===== config.mk =====
export PLATFORM = sky130hd
export DESIGN_NAME = md5_digest_stream
export DESIGN_NICKNAME = d
export VERILOG_FILES = /design/src/hdl/md5_pkg.sv /design/src/hdl/md5_front.sv /design/src/hdl/md5_round.sv /design/src/hdl/md5_back.sv /design/src/hdl/md5_digest_stream.sv
export SDC_FILE = /design/constraint.sdc
export NUM_CORES = 2
export LEC_CHECK = 0
export BUFFER_PORTS_ARGS = -buffer_cell sky130_fd_sc_hd__buf_2
export CORE_MARGIN = 3
export CORE_UTILIZATION = 55
export DETAILED_ROUTE_END_ITERATION = 10
export PLACE_DENSITY_LB_ADDON = 0.12
export SETUP_SLACK_MARGIN = 0.5
export SLEW_MARGIN = 40
export SYNTH_ARGS = -nofsm -noshare
export SYNTH_HDL_FRONTEND = slang
export SYNTH_SLANG_ARGS = --single-unit

===== constraint.sdc =====
create_clock -name clk -period 9.55 [get_ports clk]
set_clock_uncertainty 0.1 [all_clocks]
set_input_delay 1.91 -clock clk [delete_from_list [all_inputs] [get_ports clk]]
set_output_delay 1.91 -clock clk [all_outputs]
set_load 0.02 [all_outputs]

===== src/hdl/md5_pkg.sv =====
package md5_pkg;

	// What an accepted input item asks the back part to do.
	typedef enum logic [1:0] {
		KIND_BYTE,
		KIND_LAST,
		KIND_BYTE_LAST
	} md5_kind_t;

	typedef struct packed {
		logic [7:0] data;
		md5_kind_t  kind;
	} md5_item_t;

	// The four MD5 working or chaining words.
	typedef struct packed {
		logic [31:0] a;
		logic [31:0] b;
		logic [31:0] c;
		logic [31:0] d;
	} md5_work_t;

	localparam int QueueDepth = 4;
	localparam int QueuePtrW = $clog2(QueueDepth);

	localparam md5_work_t ChainInit = '{
		a: 32'h67452301,
		b: 32'hefcdab89,
		c: 32'h98badcfe,
		d: 32'h10325476
	};

	localparam logic [31:0] RoundK [64] = '{
		32'hd76aa478, 32'he8c7b756, 32'h242070db, 32'hc1bdceee,
		32'hf57c0faf, 32'h4787c62a, 32'ha8304613, 32'hfd469501,
		32'h698098d8, 32'h8b44f7af, 32'hffff5bb1, 32'h895cd7be,
		32'h6b901122, 32'hfd987193, 32'ha679438e, 32'h49b40821,
		32'hf61e2562, 32'hc040b340, 32'h265e5a51, 32'he9b6c7aa,
		32'hd62f105d, 32'h02441453, 32'hd8a1e681, 32'he7d3fbc8,
		32'h21e1cde6, 32'hc33707d6, 32'hf4d50d87, 32'h455a14ed,
		32'ha9e3e905, 32'hfcefa3f8, 32'h676f02d9, 32'h8d2a4c8a,
		32'hfffa3942, 32'h8771f681, 32'h6d9d6122, 32'hfde5380c,
		32'ha4beea44, 32'h4bdecfa9, 32'hf6bb4b60, 32'hbebfbc70,
		32'h289b7ec6, 32'heaa127fa, 32'hd4ef3085, 32'h04881d05,
		32'hd9d4d039, 32'he6db99e5, 32'h1fa27cf8, 32'hc4ac5665,
		32'hf4292244, 32'h432aff97, 32'hab9423a7, 32'hfc93a039,
		32'h655b59c3, 32'h8f0ccc92, 32'hffeff47d, 32'h85845dd1,
		32'h6fa87e4f, 32'hfe2ce6e0, 32'ha3014314, 32'h4e0811a1,
		32'hf7537e82, 32'hbd3af235, 32'h2ad7d2bb, 32'heb86d391
	};

	// Indexed by the round group and the low two bits of the round.
	localparam logic [4:0] RoundS [16] = '{
		5'd7, 5'd12, 5'd17, 5'd22, 5'd5, 5'd9, 5'd14, 5'd20,
		5'd4, 5'd11, 5'd16, 5'd23, 5'd6, 5'd10, 5'd15, 5'd21
	};

	function automatic logic [31:0] rotl32(input logic [31:0] x, input logic [4:0] s);
		logic [63:0] t;
		t = {x, x} << s;
		return t[63:32];
	endfunction

	// Message word used by a round; all arithmetic is modulo 16.
	function automatic logic [3:0] msg_index(input logic [5:0] rnd);
		logic [3:0] lo;
		lo = rnd[3:0];
		case (rnd[5:4])
			2'd0: return lo;
			2'd1: return 4'((lo << 2) + lo + 4'd1);
			2'd2: return 4'((lo << 1) + lo + 4'd5);
			default: return 4'((lo << 3) - lo);
		endcase
	endfunction

endpackage


===== src/hdl/md5_front.sv =====
module md5_front import md5_pkg::*; (
	input  logic       clk,
	input  logic       arst_n,
	input  logic       in_valid,
	output logic       in_ready,
	input  logic [7:0] in_data,
	input  logic       in_present,
	input  logic       in_last,
	output logic       item_valid,
	input  logic       item_ready,
	output md5_item_t  item
);

	md5_item_t             queue_q [QueueDepth];
	logic [QueuePtrW-1:0]  wr_ptr_q;
	logic [QueuePtrW-1:0]  rd_ptr_q;
	logic [QueuePtrW:0]    count_q;
	md5_item_t             in_item;
	logic                  push;
	logic                  pop;

	always_comb begin
		in_item.data = in_data;
		if (in_present && in_last) begin
			in_item.kind = KIND_BYTE_LAST;
		end else if (in_present) begin
			in_item.kind = KIND_BYTE;
		end else begin
			in_item.kind = KIND_LAST;
		end
	end

	assign in_ready = (count_q != (QueuePtrW + 1)'(QueueDepth));
	// An item with neither a byte nor the last mark changes nothing and is dropped here.
	assign push = in_valid && in_ready && (in_present || in_last);
	assign item_valid = (count_q != '0);
	assign pop = item_valid && item_ready;
	assign item = queue_q[rd_ptr_q];

	always_ff @(posedge clk or negedge arst_n) begin
		if (!arst_n) begin
			wr_ptr_q <= '0;
			rd_ptr_q <= '0;
			count_q <= '0;
		end else begin
			if (push) begin
				wr_ptr_q <= wr_ptr_q + 1'b1;
			end
			if (pop) begin
				rd_ptr_q <= rd_ptr_q + 1'b1;
			end
			if (push && !pop) begin
				count_q <= count_q + 1'b1;
			end else if (pop && !push) begin
				count_q <= count_q - 1'b1;
			end
		end
	end

	always_ff @(posedge clk) begin
		if (push) begin
			queue_q[wr_ptr_q] <= in_item;
		end
	end

endmodule


===== src/hdl/md5_round.sv =====
module md5_round import md5_pkg::*; (
	input  logic [5:0]  rnd,
	input  md5_work_t   cur,
	input  logic [31:0] msg_word,
	output logic [3:0]  msg_idx,
	output md5_work_t   nxt
);

	logic [31:0] f;
	logic [31:0] sum;

	always_comb begin
		case (rnd[5:4])
			2'd0: f = (cur.b & cur.c) | (~cur.b & cur.d);
			2'd1: f = (cur.b & cur.d) | (cur.c & ~cur.d);
			2'd2: f = cur.b ^ cur.c ^ cur.d;
			default: f = cur.c ^ (cur.b | ~cur.d);
		endcase
	end

	assign msg_idx = msg_index(rnd);
	assign sum = cur.a + f + RoundK[rnd] + msg_word;

	assign nxt.a = cur.d;
	assign nxt.b = cur.b + rotl32(sum, RoundS[{rnd[5:4], rnd[1:0]}]);
	assign nxt.c = cur.b;
	assign nxt.d = cur.c;

endmodule


===== src/hdl/md5_back.sv =====
module md5_back import md5_pkg::*; (
	input  logic       clk,
	input  logic       arst_n,
	input  logic       item_valid,
	output logic       item_ready,
	input  md5_item_t  item,
	output logic       digest_valid,
	input  logic       digest_ready,
	output logic [7:0] digest_byte,
	output logic       digest_last
);

	typedef enum logic [2:0] {
		ST_ABSORB,
		ST_PAD,
		ST_LEN,
		ST_ROUND,
		ST_FIN,
		ST_OUT
	} state_t;

	state_t      state_q;
	state_t      ret_q;
	logic [60:0] count_q;
	md5_work_t   chain_q;
	md5_work_t   work_q;
	logic [5:0]  rnd_q;
	logic [3:0]  out_idx_q;
	logic        out_valid_q;
	logic [7:0]  out_byte_q;
	logic        out_last_q;
	logic [31:0] block_q [16];

	logic [5:0]  pos;
	logic [3:0]  pad_w;
	logic [1:0]  lane;
	logic [31:0] keep;
	logic [31:0] pad_word;
	logic        pad_two;
	logic [63:0] len_bits;
	logic [3:0]  msg_idx;
	md5_work_t   work_next;
	logic [31:0] out_word;
	logic        take;
	logic        load_out;

	md5_round u_round (
		.rnd      (rnd_q),
		.cur      (work_q),
		.msg_word (block_q[msg_idx]),
		.msg_idx  (msg_idx),
		.nxt      (work_next)
	);

	assign pos = count_q[5:0];
	assign pad_w = pos[5:2];
	assign lane = pos[1:0];
	assign pad_two = (pos[5:3] == 3'b111);
	assign len_bits = {count_q, 3'b000};

	always_comb begin
		case (lane)
			2'd0: keep = 32'h0000_0000;
			2'd1: keep = 32'h0000_00ff;
			2'd2: keep = 32'h0000_ffff;
			default: keep = 32'h00ff_ffff;
		endcase
		pad_word = (block_q[pad_w] & keep) | (32'h0000_0080 << {lane, 3'b000});
	end

	always_comb begin
		case (out_idx_q[3:2])
			2'd0: out_word = chain_q.a;
			2'd1: out_word = chain_q.b;
			2'd2: out_word = chain_q.c;
			default: out_word = chain_q.d;
		endcase
	end

	assign item_ready = (state_q == ST_ABSORB);
	assign take = item_valid && item_ready;
	assign load_out = (state_q == ST_OUT) && (!out_valid_q || digest_ready);

	assign digest_valid = out_valid_q;
	assign digest_byte = out_byte_q;
	assign digest_last = out_last_q;

	always_ff @(posedge clk or negedge arst_n) begin
		if (!arst_n) begin
			state_q <= ST_ABSORB;
			ret_q <= ST_ABSORB;
			count_q <= '0;
			chain_q <= ChainInit;
			rnd_q <= '0;
			out_idx_q <= '0;
			out_valid_q <= 1'b0;
		end else begin
			if (digest_ready) begin
				out_valid_q <= 1'b0;
			end
			case (state_q)
				ST_ABSORB: begin
					if (take) begin
						case (item.kind)
							KIND_BYTE: begin
								count_q <= count_q + 61'd1;
								if (pos == 6'd63) begin
									state_q <= ST_ROUND;
									ret_q <= ST_ABSORB;
									rnd_q <= '0;
								end
							end
							KIND_BYTE_LAST: begin
								count_q <= count_q + 61'd1;
								rnd_q <= '0;
								if (pos == 6'd63) begin
									state_q <= ST_ROUND;
									ret_q <= ST_PAD;
								end else begin
									state_q <= ST_PAD;
								end
							end
							default: begin
								state_q <= ST_PAD;
							end
						endcase
					end
				end
				ST_PAD: begin
					state_q <= ST_ROUND;
					rnd_q <= '0;
					ret_q <= pad_two ? ST_LEN : ST_OUT;
				end
				ST_LEN: begin
					state_q <= ST_ROUND;
					rnd_q <= '0;
					ret_q <= ST_OUT;
				end
				ST_ROUND: begin
					rnd_q <= rnd_q + 6'd1;
					if (rnd_q == 6'd63) begin
						state_q <= ST_FIN;
					end
				end
				ST_FIN: begin
					chain_q.a <= chain_q.a + work_q.a;
					chain_q.b <= chain_q.b + work_q.b;
					chain_q.c <= chain_q.c + work_q.c;
					chain_q.d <= chain_q.d + work_q.d;
					out_idx_q <= '0;
					state_q <= ret_q;
				end
				ST_OUT: begin
					if (load_out) begin
						out_valid_q <= 1'b1;
						out_idx_q <= out_idx_q + 4'd1;
						// The last digest byte is already in the output register,
						// so the chain can restart for the next message.
						if (out_idx_q == 4'd15) begin
							chain_q <= ChainInit;
							count_q <= '0;
							state_q <= ST_ABSORB;
						end
					end
				end
				default: begin
					state_q <= ST_ABSORB;
				end
			endcase
		end
	end

	always_ff @(posedge clk) begin
		if (load_out) begin
			out_byte_q <= out_word[{out_idx_q[1:0], 3'b000} +: 8];
			out_last_q <= (out_idx_q == 4'd15);
		end
		if (state_q == ST_ROUND) begin
			work_q <= work_next;
		end else begin
			work_q <= chain_q;
		end
		case (state_q)
			ST_ABSORB: begin
				if (take && (item.kind != KIND_LAST)) begin
					block_q[pad_w][{lane, 3'b000} +: 8] <= item.data;
				end
			end
			ST_PAD: begin
				for (int i = 0; i < 16; i++) begin
					if (4'(i) == pad_w) begin
						block_q[i] <= pad_word;
					end else if (4'(i) > pad_w) begin
						block_q[i] <= '0;
					end
				end
				if (!pad_two) begin
					block_q[14] <= len_bits[31:0];
					block_q[15] <= len_bits[63:32];
				end
			end
			ST_LEN: begin
				for (int i = 0; i < 14; i++) begin
					block_q[i] <= '0;
				end
				block_q[14] <= len_bits[31:0];
				block_q[15] <= len_bits[63:32];
			end
			default: begin
			end
		endcase
	end

endmodule


===== src/hdl/md5_digest_stream.sv =====
// Channel   Direction  tdata            tuser          tlast
// s_axis    in         data_byte[7:0]   byte_present   last
// m_axis    out        digest_byte[7:0] -              digest_last
//
// The input queue takes an item every cycle while it has room; the back end absorbs one
// byte per cycle while in ST_ABSORB. Every 64th byte starts 64 rounds (one per cycle)
// and then an add into the chaining words. A last item adds a fill state, a compression
// and the 16 digest bytes; with 56 or more bytes in the final block the length spills
// into a second block, which adds the ST_LEN state and one more compression. An m_axis
// stall holds only the back end while the queue fills. Reset loads the chaining words.
module md5_digest_stream import md5_pkg::*; (
	input  logic       clk,
	input  logic       arst_n,
	input  logic       s_axis_tvalid,
	output logic       s_axis_tready,
	input  logic [7:0] s_axis_tdata,   // [7:0] data_byte
	input  logic       s_axis_tuser,   // [0] byte_present
	input  logic       s_axis_tlast,
	output logic       m_axis_tvalid,
	input  logic       m_axis_tready,
	output logic [7:0] m_axis_tdata,   // [7:0] digest_byte
	output logic       m_axis_tlast
);

	logic      item_valid;
	logic      item_ready;
	md5_item_t item;

	md5_front u_front (
		.clk        (clk),
		.arst_n     (arst_n),
		.in_valid   (s_axis_tvalid),
		.in_ready   (s_axis_tready),
		.in_data    (s_axis_tdata),
		.in_present (s_axis_tuser),
		.in_last    (s_axis_tlast),
		.item_valid (item_valid),
		.item_ready (item_ready),
		.item       (item)
	);

	md5_back u_back (
		.clk          (clk),
		.arst_n       (arst_n),
		.item_valid   (item_valid),
		.item_ready   (item_ready),
		.item         (item),
		.digest_valid (m_axis_tvalid),
		.digest_ready (m_axis_tready),
		.digest_byte  (m_axis_tdata),
		.digest_last  (m_axis_tlast)
	);

endmodule


==> impl_metrics.py <==
metrics = {
    "run_status": {
        "status": "finished, final reports clean",
    },
    "clocking": {
        "clk_latency_ns": 0.74,
        "clk_pin_slew_ns": 0.06,
        "clock-sinks": 902,
        "tritoncts": "yes",
        "holdBufCountCts": 0,
        "cts-root-buf": "clkbuf_16",
        "htree_levels": 3,
        "clockBufferDepth": 3,
        "cts_buffers": 103,
    },
    "yosys": {
        "synth_edf_count": 497,
        "syn_avg_cell_area_um2": 9.659,
        "ys_top_cells_by_count": "876 x nand2_1, 512 x o21ai_0, 508 x nor2_1",
        "synth_top_area_share_pct": 24.36,
        "yosysSeqAreaShare_pct": 39.47,
        "ys.flop_type": "edfxtp_1",
        "synthCells": 6342,
        "syn-cell-area_um2": 61260,
        "ys_seq_elements": 902,
        "ys.warnings.count": 0,
        "synthTopCellsByArea": "edfxtp_1 24%, mux4_2 11%, dfxtp_1 6.3%",
        "yosysTopAreaCell": "edfxtp_1",
        "syn_nets": 6654,
        "yosysUniqueCellTypes": 87,
        "async_reset_ff_share_pct": 23.61,
        "yosysMostFrequentCell": "nand2_1",
    },
    "run": {
        "maxCapViolCount": 0,
    },
    "floorplanning": {
        "die_area_um2": 115400,
        "die_w_um": 339.7,
        "ios": 25,
        "die_h_um": 339.7,
        "initial_core_util_pct": 55.81,
        "rows": 121,
        "core_um2": 109800,
    },
    "layout": {
        "fin_area_um2": 71250,
        "area_growth_pct": 16.31,
        "drive_gt1_share_pct": 21.58,
        "post-route-util_pct": 64.91,
        "fillers": 8909,
        "multi_input_area_um2": 35970,
        "ff_latch_area_um2": 24210,
        "layout.nets": 6904,
        "instances_no_fill": 8160,
    },
    "global_route": {
        "grt_max_degree": 98,
        "grt_pass1_wl_um": 349800,
        "gr-total-overflow": 0,
        "grt_pass1_vias": 53750,
        "antenna_found_initial": 3,
        "grtUsageTotal_pct": 40.29,
    },
    "route": {
        "ant_nets": 0,
        "dr.pass1.iters": 7,
        "vias": 56067,
        "drtIter0Drc": 7591,
        "drc_errors": 0,
        "vias_per_cell": 6.871,
        "drt_wl_total_um": 238400,
        "wl_per_cell_um": 29.22,
    },
    "worst_setup_path": {
        "critPathKind": "reg -> reg",
        "required_ns": 10.10,
        "cpMostUsedCell": "buf_4",
        "startpoint_type": "register",
        "path_max_fanout": 9,
        "end_kind": "register",
        "cp_slowest_stage_delay_ns": 0.52,
        "crit_slowest_cell": "mux4_2",
        "arrival_ns": 9.91,
    },
    "timing": {
        "setup-violations-final": 0,
        "fmax_mhz": 106.9,
        "finalSetupTns_ns": 0,
        "setup_ws_ns": 0.1975,
        "timing.slew.headroom_pct": 34.46,
        "rsz0062_at_grt": "yes",
        "min_period_ns": 9.352,
        "worstMarginPinSlew_ns": 0.9830,
        "fin_crit_sh_pct": 97.93,
        "finalHoldViolCount": 0,
        "slew_violations": 0,
        "holdWs_ns": 0.3778,
    },
    "place": {
        "placed_area_um2": 65920,
        "hpwlAfterDp_um": 169200,
        "dp_cells": 7904,
        "dp_slack_ns": -0.3708,
        "gp_congestion": 1.016,
        "io_buffer_count": 24,
    },
    "pwr": {
        "cellPowerDensity_nw_per_um2": 118.0,
        "p_sw_share_pct": 22.47,
        "clkPwrFrac_pct": 48.3,
        "intPower_mw": 6.517,
        "pwr-share-seq_pct": 49.4,
        "vdd_drop_max_v": 0.0001888,
        "leakage_nw": 26.72,
        "power.switching_mw": 1.889,
        "combPwrFrac_pct": 2.3,
        "power.total_mw": 8.405,
    },
    "hold_path": {
        "min_path_type": "reg -> reg",
    },
}
final cells by class:
class	instances	share of cell area, %
multi-input combinational	4786	50.48
sequential	902	33.97
timing repair buffer	571	6.919
clock buffer	155	4.194
tap	1476	2.592
inverter	228	1.208
clock inverter	39	0.6199
antenna	3	0.01054
power groups by stage:
stage	clock, mW	combinational (mW)	sequential, mW
detailed placement	0	0.191	4.23
finish	4.06	0.197	4.15
floorplan	0	0.104	4.22
global placement	0	0.187	4.23
global route	4.23	0.216	4.15
CTS	4.06	0.192	4.15
path summary, 6_finish.rpt:
| check | startpoint | endpoint | slack, ns | depth (start not counted) |
|---|---|---|---|---|
| max | u_back.rnd_q[0]$_DFFE_PN0P_ | u_back.work_q[95]$_DFF_P_ | 0.20 | 43 |
| min | u_back.block_q[8][19]$_SDFFE_PP0P_ | u_back.block_q[8][19]$_SDFFE_PP0P_ | 0.38 | 2 |
| max reg2reg | u_back.rnd_q[0]$_DFFE_PN0P_ | u_back.work_q[95]$_DFF_P_ | 0.20 | 43 |
| min reg2reg | u_back.block_q[8][19]$_SDFFE_PP0P_ | u_back.block_q[8][19]$_SDFFE_PP0P_ | 0.38 | 2 |
| max in group asynchronous | arst_n | u_back.out_idx_q[3]$_DFFE_PN0P_ | 6.99 | 3 |
| min in group asynchronous | arst_n | u_back.chain_q[68]$_DFFE_PN0P_ | 1.00 | 1 |
cells by family after synthesis:
logic type / after synthesis / synth area share, %
adder cells (fa/ha/maj): 298 / 6.969
XOR/XNOR: 251 / 3.654
flip-flops: 902 / 39.47
AND/OR/NAND/NOR: 1994 / 14.25
multiplexers: 458 / 13.44
AO/OA/AOI/OAI: 1785 / 18.09
buffers and inverters: 654 / 4.126
registers in the layout, indices dropped and copies added (netlist names):
| register | flops |
|---|---|
| u_back.digest_byte | 8 |
| u_back.chain_q | 128 |
| u_back.block_q | 512 |
| u_back.digest_valid | 1 |
| u_front.wr_ptr_q | 2 |
| u_front.queue_q | 40 |
| u_front.count_q | 3 |
| u_back.out_idx_q | 4 |
| u_back.state_q | 3 |
| u_back.count_q | 61 |
| u_back.ret_q | 3 |
| u_back.digest_last | 1 |
| u_back.rnd_q | 6 |
| u_back.work_q | 128 |
| u_front.rd_ptr_q | 2 |
repair_timing:
| action | 4_1_cts | 5_1_grt |
|---|---|---|
| endpoints found under the setup margin | 20 | 22 |
| gates cloned | 3 | 3 |
| pin swaps | 20 | 99 |
| endpoints found under the hold margin | 0 | 0 |
| resized for setup | 72 | 193 |
| setup buffers | 20 | 30 |
placed cells by master, fill, tap and decap left out, drive strengths merged, types with 59 or more instances in the layout:
master | Yosys | final
inv | 226 | 230
mux4 | 286 | 286
a21o | 83 | 83
clkbuf | 325 | 158
mux2i | 116 | 116
o22ai | 264 | 264
o21ai | 531 | 531
nand3 | 167 | 167
dfstp | 64 | 64
a31oi | 82 | 82
and2 | 62 | 62
dfxtp | 192 | 192
fa | 72 | 72
nand2 | 876 | 876
buf | 101 | 565
edfxtp | 497 | 497
a211oi | 105 | 105
xnor2 | 134 | 134
nor2 | 508 | 508
nor3 | 96 | 96
a21oi | 360 | 360
o211ai | 59 | 59
xor2 | 116 | 116
dfrtp | 149 | 149
ha | 226 | 226
per-layer routing:
metal / track usage [%] / share of wire (%) / routed length, um / up-vias
li1: - / - / - / 24144
met1: 51.11 / 36 / 86140 / 27122
met2: 60.26 / 43 / 103300 / 3842
met3: 11.66 / 12 / 29160 / 957
met4: 26.38 / 8.3 / 19820 / 2
met5: 0 / 0.0050 / 12 / -
critical path, delay by kind of cell (launching register included):
family	cells	cell delay, ns
AND/OR/NAND/NOR	10	1.85
multiplexers	5	1.31
buffers and inverters	8	0.97
flip-flops	1	0.45
AO/OA/AOI/OAI	15	2.91
adder cells (fa/ha/maj)	5	1.70
No activity file was read; power rests on OpenSTA's default activity.
